**src/hdl/rbsi_pkg.sv**
```systemverilog
`default_nettype none

package rbsi_pkg;

    localparam int DEF_COORD_BITS = 32;
    localparam int DEF_FRAC_BITS  = 16;
    localparam int AXES           = 3;
    localparam int FIELD_COUNT    = 4 * AXES;
    localparam int ENTRY_BITS     = 31;
    localparam int OUT_TDATA_BITS = ((1 + ENTRY_BITS + 7) / 8) * 8;

    // field slots inside the input word, counted in coordinates
    localparam int SLOT_ORIGIN  = 0;
    localparam int SLOT_DIR     = AXES;
    localparam int SLOT_BOX_MIN = 2 * AXES;
    localparam int SLOT_BOX_MAX = 3 * AXES;

    typedef struct packed {
        logic [ENTRY_BITS-1:0] entry_distance;
        logic                  hit;
    } rbsi_result_t;

endpackage

`default_nettype wire

```
**src/hdl/rbsi_out_buf.sv**
```systemverilog
`default_nettype none

// Output register plus one skid entry; the pipeline runs while the skid is empty.
module rbsi_out_buf
    import rbsi_pkg::*;
(
    input  wire logic          clk,
    input  wire logic          rst_n,
    input  wire logic          push,
    input  wire rbsi_result_t  din,
    output logic               ce,
    output logic               m_valid,
    input  wire logic          m_ready,
    output rbsi_result_t       m_data
);

    rbsi_result_t out_reg, out_next, skid_reg, skid_next;
    logic         out_v_reg, out_v_next, skid_v_reg, skid_v_next;
    logic         pop;

    always_comb
    begin
        pop         = out_v_reg && m_ready;
        out_next    = out_reg;
        skid_next   = skid_reg;
        out_v_next  = out_v_reg;
        skid_v_next = skid_v_reg;
        if (skid_v_reg)
        begin
            if (pop)
            begin
                out_next    = skid_reg;
                skid_v_next = 1'b0;
            end
        end
        else if (push)
        begin
            if (!out_v_reg || pop)
            begin
                out_next   = din;
                out_v_next = 1'b1;
            end
            else
            begin
                skid_next   = din;
                skid_v_next = 1'b1;
            end
        end
        else if (pop)
        begin
            out_v_next = 1'b0;
        end
    end

    always_ff @(posedge clk or negedge rst_n)
    begin
        if (!rst_n)
        begin
            out_v_reg  <= 1'b0;
            skid_v_reg <= 1'b0;
        end
        else
        begin
            out_v_reg  <= out_v_next;
            skid_v_reg <= skid_v_next;
        end
    end

    always_ff @(posedge clk)
    begin
        out_reg  <= out_next;
        skid_reg <= skid_next;
    end

    assign ce      = !skid_v_reg;
    assign m_valid = out_v_reg;
    assign m_data  = out_reg;

endmodule

`default_nettype wire

```
**config.mk**
```make
export PLATFORM = sky130hd
export DESIGN_NAME = rbsi_out_buf
export DESIGN_NICKNAME = d
export VERILOG_FILES = /design/src/hdl/rbsi_pkg.sv /design/src/hdl/rbsi_out_buf.sv
export SDC_FILE = /design/constraint.sdc
export NUM_CORES = 1
export LEC_CHECK = 0
export ABC_CLOCK_PERIOD_IN_PS = 2000
export BUFFER_PORTS_ARGS = -buffer_cell sky130_fd_sc_hd__buf_2
export CAP_MARGIN = 20
export CORE_MARGIN = 5
export CORE_UTILIZATION = 40
export CTS_CLUSTER_SIZE = 12
export DETAILED_ROUTE_END_ITERATION = 16
export MAX_ROUTING_LAYER = met4
export PLACE_DENSITY = 0.75
export RECOVER_POWER = 100
export SLEW_MARGIN = 10
export SYNTH_ARGS = -nofsm -noshare
export SYNTH_HDL_FRONTEND = slang
export SYNTH_SLANG_ARGS = --single-unit
```
**constraint.sdc**
```tcl
create_clock -name clk -period 2 [get_ports clk]
set_clock_uncertainty 0.1 [all_clocks]
set_input_delay 0.3 -clock clk [delete_from_list [all_inputs] [get_ports clk]]
set_output_delay 0.3 -clock clk [all_outputs]
set_load 0.03 [all_outputs]
```
* Word level (Yosys, flattened, before mapping)
Cells that the tools add are included.
Operators by class: mux-type cells 11, reductions and logical operators 10, bitwise operators 2, eq/ne operators 2
Operators with widths (number):
- $mux W32 | 4
- $reduce_and A3 Y1 | 3
- $mux W1 | 7
- $reduce_bool A2 Y1 | 3
- $ne A2 B1 Y1 const B | 2
- $logic_not A1 Y1 | 2
- $not A1 Y1 | 2
- $logic_and A1 B1 Y1 | 1
- $logic_or A1 B1 Y1 | 1
Storage, ports and cells: bits of input ports 36, output and inout port bits 34, word-level logic and storage cells 31, register bits 66

* Longest topological paths before layout
Gate-level depths: netlist of run 1.
word-level depth 5, mapped depth 4, mapped depth without buffers 2

* Worst setup path before layout of run 1
OpenSTA, ideal clock, no wires.
path type register to register, start register out_v_reg (netlist: m_valid), end register out_reg, in the netlist m_data[0], enable pin, library setup time 0.391 ns, stages on the path, launching flop included 3, required time 1.509 ns, path buffers 0, setup slack -0.036 ns, clock period less this slack 2.036 ns, arrival time 1.545 ns, path through dfrtp_1 and2_1 o22a_1
On the way: cells in the longest elaborated chain, start to end 4, elaborated cells between the ends (all ways) 6, classes of those cells 1 x eq/ne; 5 x reduce/logical
Ends and longest elaborated chain:
- start, declared | RTL line rbsi_out_buf.sv:18 | logic out_v_reg, out_v_next, skid_v_reg, skid_v_next;
- start signal, assigned | RTL line rbsi_out_buf.sv:64 | out_v_reg <= out_v_next;
- $logic_not A1 Y1 / $logic_and A1 B1 Y1 (equally long branches) | RTL line rbsi_out_buf.sv:38, rbsi_out_buf.sv:23
- $logic_or A1 B1 Y1 | RTL line rbsi_out_buf.sv:38 | if (!out_v_reg || pop)
- $reduce_bool A2 Y1 (no source line)
- $reduce_and A3 Y1 (no source line) *
- end signal, assigned | RTL line rbsi_out_buf.sv:71 | out_reg <= out_next;
- end, declared | RTL line rbsi_out_buf.sv:17 | rbsi_result_t out_reg, out_next, skid_reg, skid_next;
Every way passes the cells marked *; elsewhere a longest branch is shown, timed or not. A chain may end at the register's enable or synchronous reset.

* Final worst setup path of run 1
start register skid_v_reg, end register skid_reg[11] (netlist name), enable pin
On the way: cells in the longest elaborated chain, start to end 2
Ends and longest elaborated chain:
- start, declared | RTL line rbsi_out_buf.sv:18
- start signal, assigned | RTL line rbsi_out_buf.sv:65 | skid_v_reg <= skid_v_next;
- $not A1 Y1 (no source line)
- $reduce_and A3 Y1 (no source line)
- end signal, assigned | RTL line rbsi_out_buf.sv:72 | skid_reg <= skid_next;
- end, declared | RTL line rbsi_out_buf.sv:17
No other way between the ends.

==> flow_summary.toml, run 1 <==
[run_status]
outcome = "complete, no violations"

[detailed_routing]
detailedRoute.firstIterationViolations = 76
route.final.wire_length_um = 4280
post_drt_wl_per_cell_um = 15.8
via_count = 1262
detail-route-antenna-nets = 0
drtPass1Iterations = 6
drcViolationCount = 0
vias_per_std_cell = 4.66

[synth]
synth_largest_type_area_fraction_pct = 77.3
synth_enable_flop_cells = 64
synth_sequential_area_ratio_pct = 79.3
postSynthAreaPerCell_um2 = 22.4
synth_flop_cell = "sky130_fd_sc_hd__edfxtp_1"
yosys.cell_types.count = 14
synth-seq-cells = 66
yosysTopAreaCell = "sky130_fd_sc_hd__edfxtp_1"
syn_area_um2 = 2490
synthArstFlopShare_pct = 3.03
synth.net_count = 147
synth_top_cells_by_area = "sky130_fd_sc_hd__edfxtp_1 77%, sky130_fd_sc_hd__mux2_4 9.1%, sky130_fd_sc_hd__mux2_2 7.7%"
number_of_warning_messages_in_the_yosys_log = 0
yosys.cell_count.top_type = "sky130_fd_sc_hd__edfxtp_1"
syn_inst = 111
synth_top_cells_by_count = "64 x sky130_fd_sc_hd__edfxtp_1, 17 x sky130_fd_sc_hd__mux2_2, 15 x sky130_fd_sc_hd__mux2_4"

[sta]
final_report_hold_violation_count = 0
fmax_ghz = 0.548
fin_ws_ps = 176
post-route-period-util_pct = 91.2
finalSetupTns_ps = 0
report.final.setup_viol = 0
slew_headroom_pct = 56.9
min_period_ps = 1820
rsz0062_at_grt = "no"
worstMarginPinSlew_ps = 647
final_count_of_pins_violating_max_slew = 0

[power]
p_comb_share_pct = 31.6
ir_worst_vdd_uv = 816
power_frac_clock_pct = 21.7
cellInternalPower_mw = 3.00
power_per_cell_area_nw_per_um2 = 1540
seq_power_share_pct = 46.7
power.share.switching_pct = 34.9
p_switching_mw = 1.61
power.static_leakage_nw = 1.00

[cells_and_area]
num-nets-final = 229
antennaDiodeCount = 0
sequential_cell_area_um2 = 1970
multi_input_area_um2 = 419
fillCellCount = 551
area_delta_synth_final_pct = 20.0
drive_gt1_share_pct = 24.0
postLayoutCellArea_um2 = 2980

[clocking]
clockRootBuffer = "sky130_fd_sc_hd__clkbuf_8"
cts.sink_count = 66
cts_max_level = 3
worst_case_clock_buffer_depth = 2
cts_tree = "built"
clk_pin_slew_worst_paths_ps = 70
cts_buffers = 9
clkLatencyLatePin_ps = 330

[global_route]
initial_antenna_violation_count = 0
globalRouteOverflowTotal = 0
gr-usage-all-layers_pct = 12.3
first_global_vias = 1349
grt_start_max_net_pins = 25
grt_first_pass_wirelength_um = 6710

[worst_setup_path]
cp.required_ps = 1870
crit_path_max_incr_delay_ps = 510
setup.worst_path.start_class = "flop"
cpMaxStageDelayCell = "sky130_fd_sc_hd__dfrtp_2"
crit_buf_inv = 1
cp_top_family = "flip-flops"
cell_by_cell_trace_of_the_critical_path = "and4bb_2 > clkbuf_1"
critical_path.max_fanout = 14
critPathCaptureType = "flop"
worst_ep_arrival_time_ps = 1690
worstSetupPathType = "flop to flop"

[die]
die_height_um = 88.8
die_w_um = 88.8
die-area_um2 = 7890
core.rowCount = 28
initial_core_utilization_pct = 41.5
core_area_um2 = 5990
floorplan.io_pins = 70

[placement]
preCtsSetupSlack_ps = 393
gp_congestion = 0.681
hpwl_um = 2970
io_buffers = 69
post_dp_cell_area_um2 = 2940

[min_path]
hold_path_class = "input pin to flop"

[run]
maxCapViolations = 0
-- metrics by stage --
stage | util [%] | total power [mW] | hold slack, ps | instances
floorplan | - | 3.40 | -95.6 | 111
global placement | 49.1 | 3.82 | -3.77 | 256
detailed placement | 49.1 | 3.84 | -9.92 | 256
CTS | 52.1 | 4.86 | 33.9 | 271
global route | 49.8 | 4.84 | 31.6 | 271
finish | 49.8 | 4.60 | 51.4 | 271
-- power groups by stage --
stage,clock network (mW),logic (mW),registers [mW]
after floorplan,0,0.717,2.68
after global placement,0,1.63,2.18
after detailed placement,0,1.66,2.18
after CTS,1.03,1.67,2.16
after global routing,1.10,1.56,2.18
final,0.999,1.45,2.15
-- layout make-up --
cell class / instances / share of cell area, %
clock inverters: 5 / 1.59
well taps: 75 / 3.14
multi-input cells: 40 / 14.0
inverters: 1 / 0.126
clock buffers: 9 / 4.15
repair buffers: 75 / 10.8
flip-flops and latches: 66 / 66.1
-- logic make-up after synthesis --
| family | Yosys count | synth area share, % |
|---|---|---|
| DFF | 66 | 79.3 |
| muxes | 32 | 16.8 |
| and+or+nand+nor | 5 | 1.31 |
| buffers and inverters | 5 | 1.71 |
| AOI/OAI and AO/OA | 3 | 0.906 |
-- repair_timing --
action                                 in CTS  in global routing
hold buffers                                1                  0
resized for setup                           0                  0
buffers inserted                            0                  0
endpoints found under the hold margin       2                  0
-- worst paths after layout --
| path | start | end | slack [ps] | cells past startpoint |
|---|---|---|---|---|
| hold reg to reg | skid_reg[24] | m_data[24] | 440 | 1 |
| max in group asynchronous | rst_n | skid_v_reg | 1460 | 2 |
| min in group asynchronous | rst_n | m_valid | 190 | 2 |
| setup / recovery | skid_v_reg | skid_reg[11] | 180 | 2 |
| hold / removal | din[27] | skid_reg[27] | 50 | 1 |
| setup reg to reg | skid_v_reg | skid_reg[11] | 180 | 2 |
-- routing by layer --
layer | share of wire [%] | wire, um | global-route usage [%] | vias up
met2 | 45 | 1950 | 17.1 | 50
met1 | 43 | 1860 | 15.0 | 601
li1 | - | - | - | 599
met5 | 0 | 0 | - | -
met3 | 8.6 | 368 | 4.66 | 12
met4 | 2.4 | 104 | 7.42 | 0
-- worst register-to-register path: stages (launching register included) --
cell and delay [ps]:
sky130_fd_sc_hd__dfrtp_2 510, sky130_fd_sc_hd__and4bb_2 340, sky130_fd_sc_hd__clkbuf_1 500
-- layout by cell type (no fill, tap or decap), types with 2 or more instances in the layout --
cell,n
sky130_fd_sc_hd__nor2_1,2
sky130_fd_sc_hd__clkbuf_1,60
sky130_fd_sc_hd__clkbuf_8,9
sky130_fd_sc_hd__clkbuf_2,3
sky130_fd_sc_hd__mux2_2,17
sky130_fd_sc_hd__clkinv_1,2
sky130_fd_sc_hd__buf_2,9
sky130_fd_sc_hd__edfxtp_1,64
sky130_fd_sc_hd__mux2_1,14
sky130_fd_sc_hd__clkinv_2,2
(Power assumes the default switching activity.)
==> inputs of run 2 (changes only) <==
Settings changed: ABC_AREA set to 1.
==> run 2 against run 1 <==
Compared with the run above: worst setup slack improved by 71 ps; sequential power decreased by 16%; final cell count increased by 27%; critical path depth unchanged; global-route usage increased by 0.76 points; synthesized cell count increased by 67%; clock-buffer cell count increased by 3; clock power about the same; register-to-register slack improved by 110 ps; worst hold slack improved by 5.4 ps; die area increased by 0.72%; critical path type is now flop to primary output; largest cell class unchanged.
==> flow_summary.toml, run 2 <==
[synth]
yosys.cell_types.count = 11
synth_enable_flop_cells = 64
synth_sequential_area_ratio_pct = 78.7
synth_largest_type_area_fraction_pct = 76.7
syn_inst = 185
syn_area_um2 = 2510
yosysTopAreaCell = "sky130_fd_sc_hd__edfxtp_1"
postSynthAreaPerCell_um2 = 13.5
number_of_warning_messages_in_the_yosys_log = 0
yosys.cell_count.top_type = "sky130_fd_sc_hd__nand2_1"
synth_top_cells_by_count = "92 x sky130_fd_sc_hd__nand2_1, 64 x sky130_fd_sc_hd__edfxtp_1, 10 x sky130_fd_sc_hd__nand2_2"
synth-seq-cells = 66
synth_top_cells_by_area = "sky130_fd_sc_hd__edfxtp_1 77%, sky130_fd_sc_hd__nand2_1 14%, sky130_fd_sc_hd__nand2_2 2.5%"
synth.net_count = 221
synth_flop_cell = "sky130_fd_sc_hd__edfxtp_1"
synthArstFlopShare_pct = 3.03

[worst_setup_path]
setup.worst_path.start_class = "flop"
cp.required_ps = 1600
critPathCaptureType = "primary output"
worstSetupPathType = "flop to primary output"
critical_path.max_fanout = 35
worst_ep_arrival_time_ps = 1350

[cells_and_area]
antennaDiodeCount = 0
mostFrequentLayoutCell = "sky130_fd_sc_hd__nand2_1"
area_delta_synth_final_pct = 21.1
postLayoutCoreUtil_pct = 50.6
commonest_cells_after_routing_fill_and_taps_aside = "92 x sky130_fd_sc_hd__nand2_1, 64 x sky130_fd_sc_hd__edfxtp_1, 62 x sky130_fd_sc_hd__clkbuf_1"
postLayoutCellArea_um2 = 3030
sequential_cell_area_um2 = 1970
fillCellCount = 573
multi_input_area_um2 = 443
drive_gt1_share_pct = 14.8
num-nets-final = 301
finalNonFillerCells = 345

[power]
totalPowerFinal_mw = 3.55
p_comb_share_pct = 20.1
power_frac_clock_pct = 28.9
power.static_leakage_nw = 1.20
cellInternalPower_mw = 2.47
seq_power_share_pct = 51.0
p_switching_mw = 1.07
power_per_cell_area_nw_per_um2 = 1170
power.share.switching_pct = 30.3
ir_worst_vdd_uv = 500

[run]
maxCapViolations = 0

[clocking]
cts.repair_timing.setup_buffer_count = 0
cts_buffers = 9
cts_tree = "built"
clk_pin_slew_worst_paths_ps = 70
worst_case_clock_buffer_depth = 2
clockRootBuffer = "sky130_fd_sc_hd__clkbuf_8"
ctsHoldBuffers = 1
clkLatencyLatePin_ps = 330
cts.sink_count = 66
cts_max_level = 3
cts_resized = 0

[detailed_routing]
vias_per_std_cell = 4.40
detail-route-antenna-nets = 0
detailedRoute.firstIterationViolations = 83
post_drt_wl_per_cell_um = 13.6
route.final.wire_length_um = 4700
via_count = 1518
drtPass1Iterations = 4
drcViolationCount = 0

[sta]
fmax_ghz = 0.570
final_count_of_pins_violating_max_slew = 0
worstMarginPinSlew_ps = 657
fin_ws_ps = 247
rsz0062_at_grt = "no"
hold_ws_ps = 56.8
report.final.setup_viol = 0
finalSetupTns_ps = 0
post-route-period-util_pct = 87.7
min_period_ps = 1750
slew_headroom_pct = 56.2
final_report_hold_violation_count = 0

[die]
core_area_um2 = 5990
die_w_um = 89.2
floorplan.io_pins = 70
initial_core_utilization_pct = 41.8
die_height_um = 89.2
core.rowCount = 28
die-area_um2 = 7950

[placement]
post_dp_cell_area_um2 = 2930
place.detailed.instances = 328
gp_congestion = 0.672
preCtsSetupSlack_ps = 346
io_buffers = 69

[global_route]
grt_first_pass_wirelength_um = 7180
gr-usage-all-layers_pct = 13.0
globalRouteOverflowTotal = 0
first_global_vias = 1517
initial_antenna_violation_count = 0
grt_start_max_net_pins = 36

[min_path]
hold_path_class = "input pin to flop"

[run_status]
outcome = "complete, no violations"
run 2: cell count changes after synthesis, moves of 2 or more:
cell,change
sky130_fd_sc_hd__nand2_1,+92
sky130_fd_sc_hd__mux2_2,-17
sky130_fd_sc_hd__mux2_4,-15
sky130_fd_sc_hd__nand2_2,+10
sky130_fd_sc_hd__inv_1,+4
sky130_fd_sc_hd__buf_4,+2
sky130_fd_sc_hd__nor2_1,+2
run 2: power groups by stage:
stage	Clock, mW	Sequential (mW)	Combinational (mW)
after global placement	0	1.83	0.752
final	1.03	1.81	0.714
after detailed placement	0	1.83	0.772
after CTS	1.05	1.81	0.774
after floorplan	0	2.07	0.327
after global routing	1.11	1.82	0.785
run 2: metal layers:
metal,wire [um],vias to the layer above,GRT usage [%]
met2,2240,51,19.6
met5,0,-,-
met4,80,0,8.53
li1,-,777,-
met1,2030,679,15.8
met3,343,11,2.76
run 2: worst paths after layout:
check                        startpoint     endpoint  slack (ps)  cells past startpoint
max                          skid_v_reg           ce         250                      2
min                              din[4]  skid_reg[4]          60                      1
max reg2reg                  skid_v_reg    m_data[9]         290                      5
min reg2reg                skid_reg[10]   m_data[10]         420                      2
min in group asynchronous         rst_n      m_valid         190                      2
max in group asynchronous         rst_n   skid_v_reg        1480                      2
run 2: cells by family (layout without fill, tap and decap cells):
kind of cell	Yosys count	in the layout	synth area share, %
and+or+nand+nor	106	106	16.9
DFF	66	66	78.7
buffers and inverters	12	97	4.24
AOI/OAI and AO/OA	1	1	0.200
run 2: worst max-delay path: stages, from the launching register on:
cell,delay (ps)
sky130_fd_sc_hd__dfrtp_1,450
sky130_fd_sc_hd__inv_8,220
sky130_fd_sc_hd__clkbuf_1,350
run 2: layout make-up:
type                       count  area share [%]
tap                           75            3.09
inverter                       5           0.866
clock inverter                 4            1.40
multi-input combinational    107            14.6
sequential                    66            65.0
clock buffer                  12            4.45
timing repair buffer          76            10.6
==> inputs of run 3 (changes only) <==
Settings changed: GPL_TIMING_DRIVEN set to 0.
==> run 3 against run 2 <==
Compared with the run above: sequential power is essentially flat; global-route usage grew 1.2 points; design area grew 0.95%; routed wire length grew 4.1%; via count grew 1.4%; sequential share of layout area shrank 0.61 points.
==> flow_summary.toml, run 3 (same netlist as run 2, synthesis figures left out) <==
[cells_and_area]
postLayoutCellArea_um2 = 3060
mostFrequentLayoutCell = "sky130_fd_sc_hd__nand2_1"
sequential_cell_area_um2 = 1970
drive_gt1_share_pct = 14.8
fillCellCount = 564
multi_input_area_um2 = 462
postLayoutCoreUtil_pct = 51.1
num-nets-final = 303
area_delta_synth_final_pct = 22.2
commonest_cells_after_routing_fill_and_taps_aside = "91 x sky130_fd_sc_hd__nand2_1, 64 x sky130_fd_sc_hd__edfxtp_1, 62 x sky130_fd_sc_hd__clkbuf_1"

[worst_setup_path]
cp_top_family = "simple AND/OR/NAND/NOR gates"
cpMaxStageDelayCell = "sky130_fd_sc_hd__nor2_4"
worst_ep_arrival_time_ps = 1700
crit_buf_inv = 1
cell_by_cell_trace_of_the_critical_path = "buf_6 > nand2_1 > nand2_2 > nor2_4"
cp.required_ps = 1850
critical_path.reg2reg.endpoint = "m_data[3]"
ff2ff_path_depth = 4
worstSetupPathType = "flop to flop"
crit_path_max_incr_delay_ps = 680
r2r_slack_ps = 150
critical_path.max_fanout = 32
setup.worst_path.start_class = "flop"
reg2reg_from = "skid_v_reg"
critPathCaptureType = "flop"

[sta]
finalSetupTns_ps = 0
post-route-period-util_pct = 92.3
rsz0062_at_grt = "no"
final_report_hold_violation_count = 0
fmax_ghz = 0.542
slew_headroom_pct = 40.3
min_period_ps = 1850
worstMarginPinSlew_ps = 894
final_count_of_pins_violating_max_slew = 0
report.final.setup_viol = 0

[placement]
io_buffers = 69
post_dp_cell_area_um2 = 2960
hpwl_um = 3210
gp_congestion = 0.664

[die]
initial_core_utilization_pct = 41.8
core.rowCount = 28
die-area_um2 = 7950
die_w_um = 89.2
floorplan.io_pins = 70
die_height_um = 89.2
core_area_um2 = 5990

[clocking]
worst_case_clock_buffer_depth = 2
cts_buffers = 9
cts.repair_timing.setup_buffer_count = 0
clkLatencyLatePin_ps = 330
cts.sink_count = 66
cts_tree = "built"
cts_max_level = 3
clockRootBuffer = "sky130_fd_sc_hd__clkbuf_8"
clk_pin_slew_worst_paths_ps = 70

[global_route]
globalRouteOverflowTotal = 0
first_global_vias = 1596
grt_first_pass_wirelength_um = 7820
initial_antenna_violation_count = 1
grt_start_max_net_pins = 33
gr-usage-all-layers_pct = 14.2

[min_path]
worstHoldEndpoint = "skid_reg[5]"
worstHoldPathCells = 1
hp-start = "din[5]"
hold_path_class = "input pin to flop"

[detailed_routing]
drtPass1Iterations = 4
detailedRoute.firstIterationViolations = 107
via_count = 1539
drcViolationCount = 0
post_drt_wl_per_cell_um = 14.1
detail-route-antenna-nets = 0
route.final.wire_length_um = 4890
vias_per_std_cell = 4.45

[power]
power_per_cell_area_nw_per_um2 = 1160
ir_worst_vdd_uv = 525
power.static_leakage_nw = 1.20

[run_status]
outcome = "complete, no violations"

[run]
maxCapViolations = 0
==> run 3: worst max path at each step <==
| stage | from | to | cells after the start |
|---|---|---|---|
| after floorplan | m_valid | skid_reg[0] | 4 |
| after global placement | m_ready | skid_reg[13] | 4 |
| after detailed placement | m_valid | skid_reg[13] | 4 |
| after CTS | skid_v_reg | m_data[12] | 5 |
| after global routing | skid_v_reg | m_data[12] | 5 |
| final | skid_v_reg | m_data[3] | 4 |
==> run 3: report_power, final <==
part           switching, mW  leakage [nW]  internal, mW  total [mW]
clock network          0.456        0.0898         0.549        1.00
registers             0.0444         0.627          1.75        1.80
logic                  0.587         0.484         0.175       0.762
==> run 3: area by class of cell <==
| class | instances | share of cell area, % |
|---|---|---|
| Buffer | 7 | 1.76 |
| Sequential cell | 66 | 64.4 |
| Antenna cell | 1 | 0.0817 |
| Timing Repair Buffer | 70 | 9.19 |
| Tap cell | 75 | 3.06 |
| Multi-Input combinational cell | 108 | 15.1 |
| Clock buffer | 9 | 4.04 |
| Clock inverter | 5 | 1.55 |
| Inverter | 5 | 0.858 |
==> run 3: worst register-to-register path, stage by stage (launching register included) <==
cell and delay [ps]:
sky130_fd_sc_hd__dfrtp_1 370, sky130_fd_sc_hd__buf_6 140, sky130_fd_sc_hd__nand2_1 80, sky130_fd_sc_hd__nand2_2 80
sky130_fd_sc_hd__nor2_4 680
==> run 3: stage by stage <==
step | hold WS (ps) | setup WS (ps) | total power, mW | instances
final | 59.4 | 154 | 3.56 | 346
after global routing | 32.2 | 18.8 | 3.78 | 346
after CTS | 41.9 | 57.2 | 3.68 | 345
after detailed placement | -10.8 | 12.8 | 2.65 | 329
after global placement | -14.5 | 44.7 | 2.63 | 329
after floorplan | -95.6 | 82.0 | 2.40 | 185
==> run 3: per-layer routing <==
metal | share of wire [%] | track usage (%) | vias up
li1 | - | - | 787
met1 | 44 | 17.5 | 696
met2 | 47 | 21.0 | 49
met3 | 7.9 | 5.07 | 7
met4 | 1.4 | 6.50 | 0
met5 | 0 | - | -
==> run 3: what timing repair did <==
| action | 4_1_cts | 5_1_grt |
|---|---|---|
| gates resized for setup | 1 | 2 |
| hold endpoints to repair | 2 | 0 |
| setup endpoints to repair | 18 | 32 |
| cloned | 1 | 0 |
| hold buffers | 1 | 0 |
