===== src/hdl/rbsi_pkg.sv =====
`default_nettype none

package rbsi_pkg;

    localparam int DEF_COORD_BITS = 32;
    localparam int DEF_FRAC_BITS  = 16;
    localparam int AXES           = 3;
    localparam int FIELD_COUNT    = 4 * AXES;
    localparam int ENTRY_BITS     = 31;
    localparam int OUT_TDATA_BITS = ((1 + ENTRY_BITS + 7) / 8) * 8;

    // field slots inside the input word, counted in coordinates
    localparam int SLOT_ORIGIN  = 0;
    localparam int SLOT_DIR     = AXES;
    localparam int SLOT_BOX_MIN = 2 * AXES;
    localparam int SLOT_BOX_MAX = 3 * AXES;

    typedef struct packed {
        logic [ENTRY_BITS-1:0] entry_distance;
        logic                  hit;
    } rbsi_result_t;

endpackage

`default_nettype wire


===== src/hdl/rbsi_clamp.sv =====
`default_nettype none

// Running tmin/tmax clamp, one axis per stage in x, y, z order.
module rbsi_clamp
    import rbsi_pkg::*;
#(
    parameter int COORD_BITS = DEF_COORD_BITS
) (
    input  wire logic                                clk,
    input  wire logic                                ce,
    input  wire logic [2*AXES*COORD_BITS-1:0]        t_all,    // per axis: t at box_min, t at box_max
    input  wire logic [AXES-1:0]                     dzero_at, // bit a: item entering stage a
    output logic signed [COORD_BITS-1:0]             tmin,
    output logic signed [COORD_BITS-1:0]             tmax
);

    localparam int TW = 2 * AXES * COORD_BITS;
    localparam logic signed [COORD_BITS-1:0] TLIM = {1'b0, {(COORD_BITS-1){1'b1}}};

    logic signed [COORD_BITS-1:0] tmin_reg [AXES];
    logic signed [COORD_BITS-1:0] tmax_reg [AXES];
    logic [TW-1:0]                tc_reg   [AXES];

    for (genvar a = 0; a < AXES; a++) begin : g_axis
        logic signed [COORD_BITS-1:0] tmin_in, tmax_in, t1, t2, lo, hi, m1, m2;
        logic signed [COORD_BITS-1:0] nmin, nmax;
        logic [TW-1:0]                tin;

        if (a == 0) begin : g_first
            assign tmin_in = '0;
            assign tmax_in = TLIM;
            assign tin     = t_all;
        end else begin : g_next
            assign tmin_in = tmin_reg[a-1];
            assign tmax_in = tmax_reg[a-1];
            assign tin     = tc_reg[a-1];
        end

        always_comb
        begin
            t1 = $signed(tin[2*a*COORD_BITS +: COORD_BITS]);
            t2 = $signed(tin[(2*a+1)*COORD_BITS +: COORD_BITS]);
            lo = (t1 < t2) ? t1 : t2;
            hi = (t1 < t2) ? t2 : t1;
            // entry first, exit then sees the new entry
            m1 = (tmax_in < lo) ? tmax_in : lo;
            nmin = (tmin_in < m1) ? m1 : tmin_in;
            m2 = (hi < nmin) ? nmin : hi;
            nmax = (tmax_in < m2) ? tmax_in : m2;
        end

        always_ff @(posedge clk)
        begin
            if (ce)
            begin
                tmin_reg[a] <= dzero_at[a] ? tmin_in : nmin;
                tmax_reg[a] <= dzero_at[a] ? tmax_in : nmax;
                tc_reg[a]   <= tin;
            end
        end
    end

    assign tmin = tmin_reg[AXES-1];
    assign tmax = tmax_reg[AXES-1];

endmodule

`default_nettype wire


===== config.mk =====
export PLATFORM = sky130hd
export DESIGN_NAME = rbsi_clamp
export DESIGN_NICKNAME = d
export VERILOG_FILES = /design/src/hdl/rbsi_pkg.sv /design/src/hdl/rbsi_clamp.sv
export SDC_FILE = /design/constraint.sdc
export NUM_CORES = 1
export LEC_CHECK = 0
export BUFFER_PORTS_ARGS = -buffer_cell sky130_fd_sc_hd__buf_4
export CAP_MARGIN = 20
export CORE_ASPECT_RATIO = 0.9
export CORE_UTILIZATION = 25
export CTS_CLUSTER_DIAMETER = 60
export DETAILED_ROUTE_END_ITERATION = 7
export GPL_TIMING_DRIVEN = 0
export PLACE_DENSITY_LB_ADDON = 0.1
export SETUP_SLACK_MARGIN = 0.02
export SYNTH_ARGS = -nofsm -noshare
export SYNTH_HDL_FRONTEND = slang
export SYNTH_SLANG_ARGS = --single-unit
export TNS_END_PERCENT = 10

===== constraint.sdc =====
create_clock -name clk -period 31.5 [get_ports clk]
set_input_delay 1.575 -clock clk [delete_from_list [all_inputs] [get_ports clk]]
set_output_delay 1.575 -clock clk [all_outputs]
set_load 0.005 [all_outputs]

== Word level (Yosys, flattened, before mapping) ==
Memories as Yosys holds them, arrays and structs flattened.
Cells that the tools add are included.
Operators by class
  mux-type cells: 26
  order comparisons: 15
Operators with widths (count)
  32-bit two-way mux: 24
  32-bit less-than comparator: 12
  32-bit less-than comparator (first input constant): 2
  1-bit by 32-bit less-than comparator with 1-bit output (first input constant): 1
  1-bit two-way mux: 2
Word-level totals
  logic and storage cells: 44
  RAM bits: 768
  output and inout bits: 64
  register bits after elaboration: 0
  memories kept: 3
  input bits: 197
Memory list
  tc_reg: words 3, bits a word 192, rd ports 2, clocked after memory_dff 0, write ports 3, RTL line rbsi_clamp.sv:22  | logic [TW-1:0] tc_reg [AXES];
  tmax_reg: words 3, bits a word 32, rd ports 3, clocked after memory_dff 0, write ports 3, RTL line rbsi_clamp.sv:21  | logic signed [COORD_BITS-1:0] tmax_reg [AXES];
  tmin_reg: words 3, bits a word 32, rd ports 3, clocked after memory_dff 0, write ports 3, RTL line rbsi_clamp.sv:20  | logic signed [COORD_BITS-1:0] tmin_reg [AXES];

== Logic depth before layout (Yosys ltp) ==
Gate-level depths: netlist of the first run.
An unclocked memory read counts as a cell.
  depth in word-level cells: 12
  mapped depth: 64
  gate-level depth less buffers: 56

== Least setup slack after synthesis of the first run ==
OpenSTA, ideal clock, no wires.
  path type: register -> register
  start point: mem tc_reg[0][345] (netlist name)
  end point: mem tmax_reg[0][66] (netlist name), data pin
  period minus slack after synthesis: 13.097 ns
  library setup time: 0.263 ns
  data arrival time: 12.834 ns
  required time: 31.237 ns
  cell stages (with the launch flop): 62
  path slack: 18.403 ns
  buffers on the path: 8
  cells stage by stage: edfxtp_1 -> ha_1 -> a21o_1 -> a221o_1 -> a221oi_1 -> o21ai_0 -> nor2_2 -> xnor2_1 -> buf_2 -> buf_1 -> nor2_1 -> a21oi_1 -> ha_1 -> a21oi_1 -> o21ai_0 -> a2111oi_0 -> a2bb2oi_1 -> o211a_1 -> [... 26 more ...] -> clkbuf_1 -> a21oi_1 -> or2_2 -> ha_1 -> a21o_1 -> a21o_1 -> a21o_1 -> a21o_1 -> a21o_1 -> a211oi_1 -> o21ai_0 -> mux2i_1 -> o22ai_1 -> nor4_2 -> or2_1 -> buf_2 -> buf_2 -> o31ai_1
RTL lines (RTL line)
  from (decl): rbsi_clamp.sv:22
  to (decl): rbsi_clamp.sv:21

==> impl_table.tex, run 1 <==
\begin{tabular}{lr}
\hline
Metric & Value \\
\hline
\multicolumn{2}{l}{\textbf{Run status}} \\
\quad Run status & finished clean \\
\multicolumn{2}{l}{\textbf{Cells and area}} \\
\quad NumNets Final & roughly 3600 \\
\quad Largest register FFs & 192 \\
\quad Area taken by flip-flops and latches & between 0.01 and 0.015 mm2 \\
\quad Area added between synthesis and finish & 19.2\% \\
\quad Area of the multi-input gates & $\sim$0.015 mm2 \\
\quad Number of filler cells placed in the layout & between 10000 and 15000 \\
\quad Share of post-route cells with drive strength above 1 & 0.178 \\
\quad Number of diodes & 0 \\
\multicolumn{2}{l}{\textbf{Min path}} \\
\quad Startpoint of the tightest hold check path & tc\_reg[0][168] \\
\quad Type of the most critical hold path & flop to flop \\
\multicolumn{2}{l}{\textbf{Yosys}} \\
\quad Ranking of synthesized cells by area & sky130\_fd\_sc\_hd\_\_edfxtp\_1 41\%, sky130\_fd\_sc\_hd\_\_ha\_1 16\%, sky130\_fd\_sc\_hd\_\_mux2\_2 6.0\%, sky130\_fd\_sc\_hd\_\_inv\_1 4.0\%, sky130\_fd\_sc\_hd\_\_o21ai\_0 3.7\% \\
\quad Number of instances in the synthesized netlist & 2764 \\
\quad Dominant cell by count in the synthesized netlist & sky130\_fd\_sc\_hd\_\_edfxtp\_1 \\
\quad Share of the synthesized area in the top cell type & 0.407 \\
\quad Dominant combinational cell family by area after synthesis & compound AO/OA/AOI/OAI gates \\
\quad Register area share after synthesis & 0.407 \\
\quad Mean Syn Cell Area & between 10 and 15 um2 \\
\quad Async set-reset flop share out of synthesis & 0 \\
\quad Portion of netlist area occupied by mux cells & 0.0988 \\
\quad Synthesis-stage register bit count & 384 \\
\quad Simple-Gate Fraction of Synth Area & 0.107 \\
\quad Yosys synthesis warning count & 0 \\
\quad Synthesized-area fraction occupied by xor and xnor cells & 0.000618 \\
\quad Post-Synth Adder-Cell Area & 0.165 \\
\quad List of most frequent post-synthesis cells & 384 x sky130\_fd\_sc\_hd\_\_edfxtp\_1, 373 x sky130\_fd\_sc\_hd\_\_ha\_1, 301 x sky130\_fd\_sc\_hd\_\_inv\_1 \\
\quad Number of nets produced by synthesis & about 3300 \\
\quad Number of library cell types mapped by synthesis & 81 \\
\quad Cell taking the most area after synthesis & sky130\_fd\_sc\_hd\_\_edfxtp\_1 \\
\quad Netlist area before placement & around 0.028 mm2 \\
\quad Number of enable-type register cells in the synthesized netlist & $\sim$380 \\
\quad Top\_reg\_cell synth & sky130\_fd\_sc\_hd\_\_edfxtp\_1 \\
\quad Fraction of the mapped netlist area in compound gates & 0.166 \\
\multicolumn{2}{l}{\textbf{Drt}} \\
\quad DR vias/cell & approximately 5 \\
\quad Wire length after detailed routing & about 100000 um \\
\quad Count of vias placed by the detailed router & around 22000 \\
\quad Number of DRC violations after detailed routing & 0 \\
\quad First-pass iteration count of the detailed router & 5 \\
\quad First DRT Iteration DRCs & approximately 1300 \\
\quad Wire length per cell after detailed routing & $\sim$22 um \\
\quad Post-DRT Antenna Nets & 0 \\
\multicolumn{2}{l}{\textbf{Floorplan}} \\
\quad Effective utilization at floorplan & 0.253 \\
\quad Total Die Area & 0.115 mm2 \\
\quad Core region area & approximately 0.11 mm2 \\
\quad FP Rows & 116 \\
\quad Width of the chip & around 360 um \\
\quad I/O pin total & 261 \\
\quad Die Y & 322 um \\
\multicolumn{2}{l}{\textbf{Global route}} \\
\quad Via count of the first global-routing pass & 23206 \\
\quad Total global routing overflow & 0 \\
\quad First-pass GRT wire length & between 100000 and 150000 um \\
\quad Antenna violations before repair & 1 \\
\quad Maximum number of pins on one net before global-route repair & approximately 130 \\
\quad Gr usage total & 0.170 \\
\multicolumn{2}{l}{\textbf{Setup path}} \\
\quad Startpoint type of the worst setup path & flop \\
\quad Cell occurring most often along the worst timing path & sky130\_fd\_sc\_hd\_\_a21o\_1 \\
\quad Start of the worst register-to-register path & tc\_reg[0][366] \\
\quad Flop-to-flop setup slack & $\sim$13000 ps \\
\quad Signal arrival time at the worst endpoint & about 18000 ps \\
\quad Startpoint of the worst setup timing path & tc\_reg[0][366] \\
\quad Endpoint type of the worst setup path & flop \\
\quad Max stage delay on crit path & about 760 ps \\
\quad Cell with the biggest individual delay on the critical path & sky130\_fd\_sc\_hd\_\_nor4\_2 \\
\quad Worst EP required & between 30000 and 40000 ps \\
\quad CP max FO & 10 \\
\quad Kind of critical path & flop to flop \\
\multicolumn{2}{l}{\textbf{Placed design}} \\
\quad Count of port buffers added during placement & 257 \\
\quad Estimated wirelength of the detail-placed design & between 80000 and 90000 um \\
\quad Pre-CTS WS & 13280 ps \\
\quad Final Wtd Congestion & just under 0.9 \\
\multicolumn{2}{l}{\textbf{Clock tree}} \\
\quad Latest clock arrival within the worst-skew pair & $\sim$600 ps \\
\quad Number of buffers inserted during clock tree synthesis & 49 \\
\quad Clk sink count & $\sim$380 \\
\quad Hold bufs inserted after CTS & 0 \\
\quad Number of post-CTS setup repair buffers & 0 \\
\quad Post-cts sizing count & 0 \\
\quad Buffers from clock root to sink, at most & 3 \\
\quad Clock slew seen by the registers of the worst setup and hold paths & roughly 60 ps \\
\quad H-tree depth & 2 \\
\quad CTS tree & built \\
\quad CTS Root Buffer Type & sky130\_fd\_sc\_hd\_\_clkbuf\_16 \\
\multicolumn{2}{l}{\textbf{Timing}} \\
\quad Crit path time final & around 18000 ps \\
\quad Final worst-path setup slack & about 13000 ps \\
\quad Final hold viol count & 0 \\
\quad Final Cycle Share & 0.573 \\
\quad Least-Margin Pin Slew & roughly 1100 ps \\
\quad Layout Skew & 20.0 ps \\
\quad Setup repair after global routing missed its margin & no \\
\quad Max transition margin & 0.285 \\
\quad Fmax & approximately 0.055 GHz \\
\quad TNS Setup & 0 ps \\
\quad Max-slew violation total from the final report & 0 \\
\quad Total of endpoints with negative setup slack in the final report & 0 \\
\multicolumn{2}{l}{\textbf{Flow run}} \\
\quad Max-capacitance violation count & 0 \\
\hline
\end{tabular}
==> area by class of cell <==
| type | count | share of cell area |
|---|---|---|
| Multi-Input combinational cell | 1956 | 0.450 |
| Sequential cell | 384 | 0.341 |
| Timing Repair Buffer | 260 | 0.0597 |
| Tap cell | 1475 | 0.0546 |
| Clock buffer | 60 | 0.0387 |
| Inverter | 301 | 0.0334 |
| Buffer | 123 | 0.0148 |
| Clock inverter | 32 | 0.00799 |
==> per-stage QoR <==
step | instance area (um2) | utilization | instances | hold WS [ps]
final | 33800 | 0.302 | 4591 | 419
after global routing | 33800 | 0.302 | 4591 | 421
after CTS | 33800 | 0.302 | 4591 | 418
after detailed placement | 32200 | 0.288 | 4499 | 405
after global placement | 32100 | 0.287 | 4496 | 409
after floorplan | 28400 | - | 2764 | 400
==> worst max-delay path: cells and delay by family (launching register included) <==
family	cells	cell delay, ps
AO/OA/AOI/OAI	28	6920
XOR/XNOR	2	470
adder cells (fa/ha/maj)	5	1500
buffers and inverters	11	2840
flip-flops	1	390
multiplexers	5	1940
AND/OR/NAND/NOR	12	3680
==> kinds of logic (layout without fill, tap and decap cells) <==
kind of cell / after synthesis / after routing
adder cells (fa/ha/maj): 373 / 373
flip-flops: 384 / 384
buffers and inverters: 424 / 776
multiplexers: 260 / 260
AND/OR/NAND/NOR: 598 / 598
XOR/XNOR: 2 / 2
AO/OA/AOI/OAI: 723 / 723
==> path summary, 6_finish.rpt <==
path,endpoint,cells past startpoint
hold / removal,tc_reg[0][360],0
setup / recovery,tmax_reg[0][72],63
hold reg to reg,tc_reg[0][360],0
setup reg to reg,tmax_reg[0][72],63
==> cell usage in the layout, fill, tap and decap left out, types with 18 or more instances in the layout <==
cell type,netlist,routed
sky130_fd_sc_hd__ha_1,373,373
sky130_fd_sc_hd__nand2_1,132,132
sky130_fd_sc_hd__nor2_1,121,121
sky130_fd_sc_hd__and2_1,36,36
sky130_fd_sc_hd__or2_2,32,32
sky130_fd_sc_hd__nor2b_1,18,18
sky130_fd_sc_hd__nor4_1,23,23
sky130_fd_sc_hd__buf_4,4,260
sky130_fd_sc_hd__a31oi_1,32,32
sky130_fd_sc_hd__a211oi_1,46,46
sky130_fd_sc_hd__mux2i_1,101,101
sky130_fd_sc_hd__buf_2,18,18
sky130_fd_sc_hd__nor3_1,52,52
sky130_fd_sc_hd__clkbuf_1,86,95
sky130_fd_sc_hd__nand3_1,62,62
sky130_fd_sc_hd__o31ai_1,34,34
sky130_fd_sc_hd__nand4_1,63,63
sky130_fd_sc_hd__a21o_1,118,118
sky130_fd_sc_hd__a221o_1,33,33
sky130_fd_sc_hd__edfxtp_1,384,384
sky130_fd_sc_hd__inv_1,301,301
sky130_fd_sc_hd__clkbuf_16,0,51
sky130_fd_sc_hd__o21ai_0,211,211
sky130_fd_sc_hd__mux2_2,151,151
sky130_fd_sc_hd__a21oi_1,153,153
==> per-layer routing <==
layer / up-vias / wire, um / track usage
met5: - / 0 / 0
met4: 0 / 3370 / 0.0579
met3: 133 / 3390 / 0.0181
met2: 538 / 44800 / 0.275
met1: 10694 / 48000 / 0.233
li1: 11001 / - / -
Power of run 1 is not shown: default switching activity piles up to over one toggle a cycle in this logic, so the estimate is an artifact.
==> run 2: changes to the inputs <==
==> constraint.sdc (replaced) <==
create_clock -name clk -period 15.4 [get_ports clk]
set_input_delay 0.77 -clock clk [delete_from_list [all_inputs] [get_ports clk]]
set_output_delay 0.77 -clock clk [all_outputs]
set_load 0.005 [all_outputs]
==> run 2 against run 1 <==
Net effect: die area did not move; largest cell class unchanged; clock-buffer cell count did not move; non-clock buffer count rose by 13; sequential share of layout area fell by 0.58 points; critical endpoint is now tmax_reg[0][86]; hold slack got worse by 68 ps; cell count rose by 0.28%; maximum frequency rose by 22%; utilization rose by 0.52 points; critical path type unchanged; critical path depth fell by 2.
==> impl_table.tex, run 2 (synthesis results as in run 1) <==
\begin{tabular}{lr}
\hline
Metric & Value \\
\hline
\multicolumn{2}{l}{\textbf{Global route}} \\
\quad Via count of the first global-routing pass & 23297 (+0.39\%) \\
\quad First-pass GRT wire length & 146000 um (+0.39\%) \\
\quad Antenna violations before repair & 1 (unchanged) \\
\quad Total global routing overflow & 0 (unchanged) \\
\quad Maximum number of pins on one net before global-route repair & 132 (unchanged) \\
\quad Gr usage total & 0.170 (+0.000532) \\
\multicolumn{2}{l}{\textbf{Timing}} \\
\quad Max-slew violation total from the final report & 0 (unchanged) \\
\quad Layout Skew & 18.7 ps (-1.23 ps) \\
\quad Fmax & 0.0677 GHz (+22\%) \\
\quad Total of endpoints with negative setup slack in the final report & 0 (unchanged) \\
\quad Final Cycle Share & 0.959 (+0.386) \\
\quad Max transition margin & 0.438 (+0.153) \\
\quad Final hold viol count & 0 (unchanged) \\
\quad Crit path time final & 14770 ps (-3280 ps) \\
\quad Least-Margin Pin Slew & 841 ps (-223 ps) \\
\quad Setup repair after global routing missed its margin & no \\
\multicolumn{2}{l}{\textbf{Placed design}} \\
\quad Estimated wirelength of the detail-placed design & 83700 um (unchanged) \\
\quad Final Wtd Congestion & 0.892 (unchanged) \\
\quad Count of port buffers added during placement & 257 (unchanged) \\
\multicolumn{2}{l}{\textbf{Clock tree}} \\
\quad Latest clock arrival within the worst-skew pair & 600 ps (about the same) \\
\quad Number of buffers inserted during clock tree synthesis & 49 (unchanged) \\
\quad CTS Root Buffer Type & sky130\_fd\_sc\_hd\_\_clkbuf\_16 \\
\quad H-tree depth & 2 (unchanged) \\
\quad CTS tree & built \\
\quad Clk sink count & 384 (unchanged) \\
\quad Hold bufs inserted after CTS & 0 (unchanged) \\
\quad Buffers from clock root to sink, at most & 3 (unchanged) \\
\quad Clock slew seen by the registers of the worst setup and hold paths & 60 ps (about the same) \\
\multicolumn{2}{l}{\textbf{Setup path}} \\
\quad Worst R2R End & tmax\_reg[0][86] \\
\quad Max stage delay on crit path & 540 ps (-220 ps) \\
\quad Cell occurring most often along the worst timing path & sky130\_fd\_sc\_hd\_\_a21o\_1 \\
\quad Cell with the biggest individual delay on the critical path & sky130\_fd\_sc\_hd\_\_ha\_1 \\
\quad Worst EP required & 15710 ps (-16100 ps) \\
\quad Start of the worst register-to-register path & tc\_reg[0][351] \\
\quad CP max FO & 10 (unchanged) \\
\quad Kind of critical path & flop to flop \\
\quad Count of buffer and inverter cells on the critical path & 11 (unchanged) \\
\quad Endpoint type of the worst setup path & flop \\
\quad Startpoint type of the worst setup path & flop \\
\quad Number of cells on the worst reg-to-reg path & 61 (-3.2\%) \\
\quad Signal arrival time at the worst endpoint & 15080 ps (-3280 ps) \\
\quad Flop-to-flop setup slack & 630 ps (-12820 ps) \\
\quad Top delay family on crit path & compound AO/OA/AOI/OAI gates \\
\multicolumn{2}{l}{\textbf{Min path}} \\
\quad Cell depth of the worst min-delay path & 1 (+1) \\
\quad Worst-case hold path end point & tc\_reg[0][139] \\
\quad Startpoint of the tightest hold check path & t\_all[139] \\
\quad Type of the most critical hold path & primary input to flop \\
\multicolumn{2}{l}{\textbf{Floorplan}} \\
\quad FP Rows & 116 (unchanged) \\
\quad I/O pin total & 261 (unchanged) \\
\quad Die Y & 322 um (unchanged) \\
\quad Core region area & 0.112 mm2 (unchanged) \\
\quad Total Die Area & 0.115 mm2 (unchanged) \\
\quad Effective utilization at floorplan & 0.253 (unchanged) \\
\quad Width of the chip & 357 um (unchanged) \\
\multicolumn{2}{l}{\textbf{Cells and area}} \\
\quad Number of filler cells placed in the layout & 11465 (-0.47\%) \\
\quad Largest register FFs & 192 (unchanged) \\
\quad Number of diodes & 0 (unchanged) \\
\quad Area added between synthesis and finish & 21.3\% \\
\quad Most frequent standard cell in the layout excluding fill and tap cells & sky130\_fd\_sc\_hd\_\_edfxtp\_1 \\
\quad Post-Route Utilization & 0.307 (+0.00523) \\
\quad Most frequent cells in the layout & 384 x sky130\_fd\_sc\_hd\_\_edfxtp\_1, 372 x sky130\_fd\_sc\_hd\_\_ha\_1, 301 x sky130\_fd\_sc\_hd\_\_inv\_1 \\
\quad Share of post-route cells with drive strength above 1 & 0.208 (+0.0299) \\
\quad NumNets Final & 3658 (+0.36\%) \\
\multicolumn{2}{l}{\textbf{Drt}} \\
\quad First-pass iteration count of the detailed router & 5 (unchanged) \\
\quad Post-DRT Antenna Nets & 0 (unchanged) \\
\quad Count of vias placed by the detailed router & 22370 (+0.018\%) \\
\quad Wire length per cell after detailed routing & 21.7 um (about the same) \\
\quad DR vias/cell & 4.86 (-0.26\%) \\
\quad Number of DRC violations after detailed routing & 0 (unchanged) \\
\quad Wire length after detailed routing & 99900 um (+0.33\%) \\
\quad First DRT Iteration DRCs & 1155 (-9.6\%) \\
\multicolumn{2}{l}{\textbf{Run status}} \\
\quad Run status & finished clean \\
\multicolumn{2}{l}{\textbf{Flow run}} \\
\quad Max-capacitance violation count & 0 (unchanged) \\
\hline
\end{tabular}
-- run 2: area by class of cell --
class | count | area [um2] | share of cell area
multi-input cells | 1956 | 15600 | 0.454
flip-flops and latches | 384 | 11500 | 0.335
repair buffers | 277 | 2150 | 0.0624
clock inverters | 32 | 270 | 0.00786
plain buffers | 119 | 557 | 0.0162
well taps | 1475 | 1850 | 0.0537
clock buffers | 60 | 1310 | 0.0381
inverters | 301 | 1130 | 0.0328
-- run 2: worst max path at each step --
stage	depth (start not counted)	endpoint	start	slack, ps
2_1_floorplan	61	tmax_reg[0][66]	tc_reg[0][345]	2300
3_3_place_gp	63	tmax_reg[0][85]	tc_reg[0][366]	-2700
3_5_place_dp	62	tmax_reg[0][85]	tc_reg[0][334]	-2820
4_1_cts	64	tmax_reg[0][72]	tc_reg[0][334]	20
5_1_grt	58	tmax_reg[0][33]	tc_reg[0][121]	20
6_report	61	tmax_reg[0][86]	tc_reg[0][351]	630
-- run 2: metrics by stage --
step | instances | worst slack (ps) | TNS (ps) | hold WS (ps) | instance area [um2]
after floorplan | 2764 | 2300 | 0 | 400 | 28400
after global placement | 4496 | -2700 | -119000 | 409 | 32100
after detailed placement | 4499 | -2820 | -127820 | 405 | 32200
after CTS | 4598 | 22.0 | 0 | 294 | 34200
after global routing | 4604 | 18.3 | 0 | 301 | 34400
final | 4604 | 630 | 0 | 351 | 34400
-- run 2: worst register-to-register path, delay by kind of cell (launching register included) --
kind                     cells  cell delay, ps
flip-flops                   1             460
multiplexers                 5            1570
AND/OR/NAND/NOR             12            3120
buffers and inverters       11            1980
AO/OA/AOI/OAI               26            5340
XOR/XNOR                     2             320
adder cells (fa/ha/maj)      5            1710
-- run 2: what timing repair did --
action,CTS,global route
pin swaps,3,7
setup buffers,9,8
endpoints found under the hold margin,0,0
resized for setup,73,57
endpoints found under the setup margin,64,64
-- run 2: routing by layer --
layer	share of wire	vias up	global-route usage
met4	0.033	0	0.0560
met5	0	-	0
met3	0.033	136	0.0182
li1	-	11027	-
met1	0.48	10719	0.234
met2	0.45	488	0.277
Power of run 2 is left out for the same reason.
==> run 3: changes to the inputs <==
--- a/config.mk
+++ b/config.mk
@@ -13,6 +13,7 @@
 export DETAILED_ROUTE_END_ITERATION = 7
 export GPL_TIMING_DRIVEN = 0
 export PLACE_DENSITY_LB_ADDON = 0.1
+export RECOVER_POWER = 25
 export SETUP_SLACK_MARGIN = 0.02
 export SYNTH_ARGS = -nofsm -noshare
 export SYNTH_HDL_FRONTEND = slang
==> run 3 against run 2 <==
Net effect: the run now ends with max-capacitance violations, max-slew violations left; global-route usage is the same; via count up 0.15%; maximum frequency is 0.11% lower; sequential share of layout area grew 0.13 points; clock-buffer cell count unchanged; critical path depth is the same; design area fell by 0.39%.
==> impl_table.tex, run 3 (synthesis results as in run 1) <==
\begin{tabular}{lr}
\hline
Metric & Value \\
\hline
\multicolumn{2}{l}{\textbf{Setup path}} \\
\quad Endpoint type of the worst setup path & flop \\
\quad Top delay family on crit path & compound AO/OA/AOI/OAI gates \\
\quad CP max FO & 10 (unchanged) \\
\quad Count of buffer and inverter cells on the critical path & 11 (unchanged) \\
\quad Kind of critical path & flop to flop \\
\quad Worst EP required & 15720 ps (about the same) \\
\quad Worst path depth & 61 (unchanged) \\
\quad Cell occurring most often along the worst timing path & sky130\_fd\_sc\_hd\_\_a21o\_1 \\
\quad Cell with the biggest individual delay on the critical path & sky130\_fd\_sc\_hd\_\_ha\_1 \\
\quad Number of cells on the worst reg-to-reg path & 61 (unchanged) \\
\quad Signal arrival time at the worst endpoint & 15100 ps (+20 ps) \\
\quad Max stage delay on crit path & 550 ps (about the same) \\
\quad Startpoint type of the worst setup path & flop \\
\multicolumn{2}{l}{\textbf{Floorplan}} \\
\quad Core region area & 0.112 mm2 (unchanged) \\
\quad Width of the chip & 357 um (unchanged) \\
\quad Die Y & 322 um (unchanged) \\
\quad I/O pin total & 261 (unchanged) \\
\quad Effective utilization at floorplan & 0.253 (unchanged) \\
\quad FP Rows & 116 (unchanged) \\
\quad Total Die Area & 0.115 mm2 (unchanged) \\
\multicolumn{2}{l}{\textbf{Drt}} \\
\quad DR vias/cell & 4.87 (+0.15\%) \\
\quad First DRT Iteration DRCs & 1149 (-0.52\%) \\
\quad Wire length after detailed routing & 99800 um (about the same) \\
\quad Count of vias placed by the detailed router & 22404 (+0.15\%) \\
\quad Wire length per cell after detailed routing & 21.7 um (about the same) \\
\quad Number of DRC violations after detailed routing & 0 (unchanged) \\
\quad Post-DRT Antenna Nets & 0 (unchanged) \\
\quad First-pass iteration count of the detailed router & 5 (unchanged) \\
\multicolumn{2}{l}{\textbf{Placed design}} \\
\quad Pre-CTS WS & -2820 ps (unchanged) \\
\quad Count of port buffers added during placement & 257 (unchanged) \\
\quad Estimated wirelength of the detail-placed design & 83700 um (unchanged) \\
\quad Final Wtd Congestion & 0.892 (unchanged) \\
\multicolumn{2}{l}{\textbf{Cells and area}} \\
\quad Number of filler cells placed in the layout & 11495 (+0.26\%) \\
\quad NumNets Final & 3658 (unchanged) \\
\quad Largest register FFs & 192 (unchanged) \\
\quad Most frequent cells in the layout & 384 x sky130\_fd\_sc\_hd\_\_edfxtp\_1, 372 x sky130\_fd\_sc\_hd\_\_ha\_1, 301 x sky130\_fd\_sc\_hd\_\_inv\_1 \\
\quad Area added between synthesis and finish & 20.8\% \\
\quad Number of diodes & 0 (unchanged) \\
\quad Area taken by flip-flops and latches & 0.0115 mm2 (unchanged) \\
\quad Area of the multi-input gates & 0.0156 mm2 (unchanged) \\
\quad Most frequent standard cell in the layout excluding fill and tap cells & sky130\_fd\_sc\_hd\_\_edfxtp\_1 \\
\quad Share of post-route cells with drive strength above 1 & 0.197 (-0.0109) \\
\multicolumn{2}{l}{\textbf{Clock tree}} \\
\quad Latest clock arrival within the worst-skew pair & 600 ps (about the same) \\
\quad H-tree depth & 2 (unchanged) \\
\quad Clock slew seen by the registers of the worst setup and hold paths & 60 ps (about the same) \\
\quad Buffers from clock root to sink, at most & 3 (unchanged) \\
\quad Clk sink count & 384 (unchanged) \\
\quad Number of buffers inserted during clock tree synthesis & 49 (unchanged) \\
\quad CTS tree & built \\
\quad CTS Root Buffer Type & sky130\_fd\_sc\_hd\_\_clkbuf\_16 \\
\multicolumn{2}{l}{\textbf{Min path}} \\
\quad Type of the most critical hold path & primary input to flop \\
\quad Cell depth of the worst min-delay path & 1 (unchanged) \\
\multicolumn{2}{l}{\textbf{Timing}} \\
\quad Layout Skew & 17.8 ps (-0.967 ps) \\
\quad Max-slew violation total from the final report & 29 (+29) \\
\quad Final worst-path setup slack & 613 ps (-16.6 ps) \\
\quad Least-Margin Pin Slew & 1880 ps (+1040 ps) \\
\quad Fmax & 0.0676 GHz (-0.11\%) \\
\quad Final Cycle Share & 0.960 (+0.00107) \\
\quad Setup repair after global routing missed its margin & no \\
\quad Total of endpoints with negative setup slack in the final report & 0 (unchanged) \\
\quad Final hold viol count & 0 (unchanged) \\
\quad Max transition margin & -0.253 (-0.691) \\
\quad Crit path time final & 14790 ps (+16.6 ps) \\
\multicolumn{2}{l}{\textbf{Flow run}} \\
\quad Max-capacitance violation count & 1 (+1) \\
\multicolumn{2}{l}{\textbf{Global route}} \\
\quad Maximum number of pins on one net before global-route repair & 132 (unchanged) \\
\quad Via count of the first global-routing pass & 23297 (unchanged) \\
\quad Antenna violations before repair & 1 (unchanged) \\
\quad Total global routing overflow & 0 (unchanged) \\
\quad First-pass GRT wire length & 146000 um (unchanged) \\
\quad Gr usage total & 0.170 (unchanged) \\
\multicolumn{2}{l}{\textbf{Run status}} \\
\quad Run status & finished with violations \\
\quad Violated checks & max-capacitance violations, max-slew violations \\
\hline
\end{tabular}
## run 3: final cells by class
cell class                 instances  share of cell area
sequential                       384               0.337
clock inverter                    32             0.00789
clock buffer                      60              0.0382
inverter                         301              0.0330
buffer                           119              0.0163
tap                             1475              0.0539
timing repair buffer             277              0.0587
multi-input combinational       1956               0.456
## run 3: worst reg2reg max path: cells and delay by family (launching register included)
| family | cells | cell delay, ps |
|---|---|---|
| fa+ha+maj | 5 | 1720 |
| flops | 1 | 460 |
| xor+xnor | 2 | 250 |
| compound gates | 25 | 5260 |
| simple gates | 13 | 3230 |
| buf+inv | 11 | 2060 |
| mux | 5 | 1560 |
## run 3: metal layers
metal / share of wire / vias to the layer above / GRT usage / routed length, um
met4: 0.033 / 0 / 0.0560 / 3320
met1: 0.48 / 10704 / 0.234 / 47800
met2: 0.45 / 544 / 0.277 / 45100
li1: - / 11020 / - / -
met5: 0 / - / 0 / 0
met3: 0.036 / 136 / 0.0182 / 3600
## run 3: worst paths after layout
path,endpoint,start,slack (ps)
max,tmax_reg[0][86],tc_reg[0][351],610
min,tc_reg[0][68],t_all[68],370
max reg2reg,tmax_reg[0][86],tc_reg[0][351],610
min reg2reg,tc_reg[0][361],tc_reg[0][169],420
## run 3: timing repair
action                                  4_1_cts  5_1_grt
pin swaps                                     3        7
hold buffers                                  0        0
gates cloned                                  0        0
setup buffers                                 9        8
endpoints found under the setup margin       64       64
resized for setup                            73       57
hold endpoints to repair                      0        0
## run 3: per-stage QoR
step | cells | utilization | TNS, ps | cell area, um2 | hold slack (ps)
after CTS | 4598 | 0.305 | 0 | 34200 | 294
after global routing | 4604 | 0.306 | 0 | 34300 | 326
after floorplan | 2764 | - | 0 | 28400 | 400
after global placement | 4496 | 0.287 | -119000 | 32100 | 409
final | 4604 | 0.306 | 0 | 34300 | 372
after detailed placement | 4499 | 0.288 | -127820 | 32200 | 405
Power of run 3 is left out for the same reason.
